$ cat config.mk
export PLATFORM = sky130hd
export DESIGN_NAME = mpm_ram
export DESIGN_NICKNAME = d
export VERILOG_FILES = /design/src/hw/rtl/mpm_ram.sv
export SDC_FILE = /design/constraint.sdc
export NUM_CORES = 1
export LEC_CHECK = 0
export BUFFER_PORTS_ARGS = -buffer_cell sky130_fd_sc_hd__buf_2
export CORE_MARGIN = 4
export CORE_UTILIZATION = 54
export CTS_BUF_LIST = sky130_fd_sc_hd__clkbuf_4 sky130_fd_sc_hd__clkbuf_8 sky130_fd_sc_hd__clkbuf_16
export DETAILED_ROUTE_END_ITERATION = 8
export PLACE_DENSITY_LB_ADDON = 0.3
export SYNTH_ARGS = -nofsm -noshare
export SYNTH_HDL_FRONTEND = slang
export SYNTH_SLANG_ARGS = --single-unit
export TNS_END_PERCENT = 50
$ cat constraint.sdc
create_clock -name clk_i -period 2.1 [get_ports clk_i]
set_input_delay 0.315 -clock clk_i [delete_from_list [all_inputs] [get_ports clk_i]]
set_output_delay 0.315 -clock clk_i [all_outputs]
set_load 0.01 [all_outputs]
$ cat src/hw/rtl/mpm_ram.sv
// Simple dual-port memory with one write port and a registered read port.
module mpm_ram #(
  parameter int unsigned Width = 8,
  parameter int unsigned Depth = 16
) (
  input  logic                     clk_i,
  input  logic                     we_i,
  input  logic [$clog2(Depth)-1:0] waddr_i,
  input  logic [Width-1:0]         wdata_i,
  input  logic [$clog2(Depth)-1:0] raddr_i,
  output logic [Width-1:0]         rdata_o
);

  logic [Width-1:0] mem_q [Depth];

  always_ff @(posedge clk_i) begin
    if (we_i) begin
      mem_q[waddr_i] <= wdata_i;
    end
  end

  always_ff @(posedge clk_i) begin
    rdata_o <= mem_q[raddr_i];
  end

endmodule

After elaboration in Yosys (flattened, before gate mapping)
Memory sizes are Yosys's and may differ from the RTL's. A register that Yosys moved wholly into a read port is not among the register bits. Index checks and enable logic that the tools add are counted.

Bits in registers: 0. Memory bits (writable): 128. Bits of input ports: 18. Logic and storage cells: 3. Memories kept: 1.

Memories: mem_q (words 16, width 8, rd ports 1, clocked after Yosys merged registers in 1, wr ports 1, line 14) `logic [Width-1:0] mem_q [Depth];`.

Multiplexer cells: 2.

Operators with widths (count): 1-bit 2-to-1 mux (2).

Logic depth before layout (Yosys ltp)
Depth in word-level cells: 2. Depth in mapped cells: 5. Gate-level depth less buffers: 3.

Worst setup path before layout
Ideal clock, no wire load.

Path kind: input -> register. Start point: input waddr_i[2]. End point: memory mem_q[0][0], enable pin. Stages: 2. Data required time: 1717 ps. Setup slack: 292 ps. Arrival time: 1425 ps. Setup time: 383 ps. Buffers on the path: 0. Cell sequence: or3b_2 -> nor3_1.

RTL lines: start: declaration (line 8) `input logic [$clog2(Depth)-1:0] waddr_i,`; end: declaration (line 14).

Straight into the memory's write port.

Worst setup path in the final report
Start point: register rdata_o[7] (read register of mem_q). End point: output rdata_o[7].

RTL lines: start: declaration (line 11) `output logic [Width-1:0] rdata_o`.

No word-level cell between the ends.

==> out/summary.md <==
Power
* combinational share of power: 0.044
* Clock power frac: 0.471
* part of the total power dissipated in sequential elements: 0.485
* power per standard cell area: 1030 nW/um^2
* internal power summed over all cells: 5.05 mW
* maximum resistive drop on vdd: 453 uV
* Psw: 1.25 mW
* Leakage: 2.08 nW
* fraction of power spent switching nets: 0.198
* Total Power Consumption: 6.30 mW

Detailed routing
* number of iterations in the first detailed-routing pass: 6
* Residual DRC: 0
* total wire length after detailed routing: 9690 um
* average routed wire per standard cell: 22.8 um
* number of DRC markers after the initial detailed-route iteration: 212
* total number of vias: 2518
* number of nets with antenna violations after routing: 0
* mean number of vias per cell: 5.94

Critical path
* Critical Setup Path Class: flop to primary output
* master of the slowest instance on the critical path: sky130_fd_sc_hd__dfxtp_1
* number of cells on the critical path: 1
* critical path, cell by cell: buf_2
* worst endpoint data arrival time: 1.07 ns
* cell class contributing the biggest share of worst-path delay: flip-flops
* Max FO, Critical Path: 1
* critical path buffer and inverter count: 1
* capturing element type of the critical path: primary output
* Worst Path Required: 1.78 ns
* r2r worst-path depth: 3
* nature of the critical path startpoint: flop
* largest incremental delay on the critical path: 0.39 ns

STA
* number of slew-limit violations in the final report: 0
* unrepaired setup endpoints after global routing: false
* max-slew headroom at the worst pin: 0.542
* final sum of negative setup slack: 0 ns
* final critical path time including I/O delays and setup: 1.39 ns
* Post-Route Skew: 0.0103 ns
* maximum frequency from static timing analysis: 0.720 GHz
* number of failing hold endpoints at the final stage: 0
* period utilization: 0.661
* slew at the pin closest to its max-slew limit: 0.686 ns
* Final Setup Violations: 0

Finish
* fraction of final layout cells with drive strength greater than 1: 0.322
* n_diodes: 0
* most used cells in the layout excluding fill and tap cells: 128 x sky130_fd_sc_hd__edfxtp_1, 25 x sky130_fd_sc_hd__buf_2, 18 x sky130_fd_sc_hd__mux4_2
* number of nets in the layout: 300
* most common cell after layout, fill and taps aside: sky130_fd_sc_hd__edfxtp_1
* layout filler cell count: 592
* area added between synthesis and finish: 18.9%

Worst hold path
* number of cells on the worst hold path: 1
* type of the worst min-delay path: input pin to flop

Clock tree
* CTS Root Cell: sky130_fd_sc_hd__clkbuf_8
* hold buffer count at CTS: 0
* htree depth: 4
* clk_lat worst skew: 0.52 ns
* clock buffers created by TritonCTS: 17
* Clock Sinks: 136
* TritonCTS clock tree: done
* clock transition at the registers of the reported paths: 0.06 ns
* number of resized instances in the post-cts repair step: 0
* post-CTS setup buffers: 0
* Longest Clk Path Bufs: 2

Logic synthesis
* post-synthesis instance area: 5150 um^2
* leading post-synthesis cells by cell area: sky130_fd_sc_hd__edfxtp_1 75%, sky130_fd_sc_hd__mux4_2 7.9%, sky130_fd_sc_hd__mux4_1 7.1%
* part of the Yosys area used for sequential elements: 0.778
* count of cell types in the netlist: 19
* synthesized netlist net count: 247
* Yosys top cell area share: 0.747
* count of state elements after synthesis: 136
* mean area per synthesized cell: 22.5 um^2
* biggest area consumer among synthesized cells: sky130_fd_sc_hd__edfxtp_1
* cell count after synthesis: 229
* Synthesis Warnings: 0

Place
* number of I/O port buffers: 25
* post-detail-place hpwl: 5700 um
* placer congestion estimate: 0.765

Floorplanning
* area enclosed by the die boundary: 11200 um^2
* number of top-level design ports: 26
* effective utilization at floorplan: 0.557
* die height: 106 um
* Chip Width: 106 um
* area of the core: 9240 um^2
* number of cell rows: 35

Run
* Max-cap violations: 0

Global route
* GRT Residual Overflow: 0
* global-route wire length before repair: 15200 um
* pin count of the biggest net entering global routing: 33
* number of global-route vias before repair: 2604
* number of antenna violations at the first check in global routing: 0
* total routing resource utilization after global routing: 0.192

Run status
* run status: completed

==> per-layer routing <==
| metal | part of all wire | track usage | vias to the layer above |
|---|---|---|---|
| li1 | - | - | 1078 |
| met1 | 0.42 | 0.263 | 1299 |
| met2 | 0.49 | 0.286 | 118 |
| met3 | 0.064 | 0.0533 | 23 |
| met4 | 0.026 | 0.0953 | 0 |
| met5 | 0 | 0 | - |
==> power groups by stage <==
stage	Clock (mW)	Combinational (mW)	Sequential, mW
floorplan	0	0.154	3.11
global placement	0	0.277	3.11
detailed placement	0	0.282	3.11
CTS	3.00	0.284	3.06
global route	3.13	0.305	3.06
finish	2.96	0.279	3.06
==> cells in the mapped netlist (all sizes together) <==
cell type	n
nand2	9
dfxtp	8
and2	1
a22oi	16
clkdlybuf4s25	3
and2b	1
nand3	1
edfxtp	128
nand2b	2
nor2b	1
or3b	1
nand3b	2
nor2	13
nor3	4
mux4	32
buf	7
==> worst paths after layout <==
kind	slack, ns	start	to
worst max register to register	0.72	mem_q[4][1]	rdata_o[1]
worst max-delay path	0.71	rdata_o[7]	rdata_o[7]
worst min-delay path	0.18	wdata_i[1]	mem_q[13][1]
worst min register to register	0.68	mem_q[14][7]	rdata_o[7]
==> registers in the layout, summed over array words and instances (netlist names) <==
signal	flops
mem_q	128
rdata_o	8
==> cells by family (layout without fill, tap and decap cells) <==
logic type      after synthesis  in the layout  share of synthesized area
mux                          32             32                      0.150
flops                       136            136                      0.778
compound gates               16             16                     0.0233
buf+inv                      10             76                     0.0168
simple gates                 35             35                     0.0318
==> metrics by stage <==
stage,cells,cell area [um^2],hold slack [ns],setup slack (ns),util
after floorplan,229,5150,0.414,0.292,-
after global placement,392,5520,0.650,0.333,0.597
after detailed placement,392,5520,0.655,0.319,0.597
after CTS,424,6120,0.154,0.658,0.662
after global routing,424,6120,0.170,0.660,0.662
final,424,6120,0.177,0.711,0.662
==> final cells by class <==
cell class / count / area [um^2] / share of cell area
sequential: 136 / 4000 / 0.654
multi-input combinational: 83 / 1060 / 0.173
clock buffer: 21 / 457 / 0.0746
timing repair buffer: 44 / 293 / 0.0478
tap: 129 / 161 / 0.0264
clock inverter: 11 / 148 / 0.0241
Note: power is estimated with default switching activity, not from simulation.
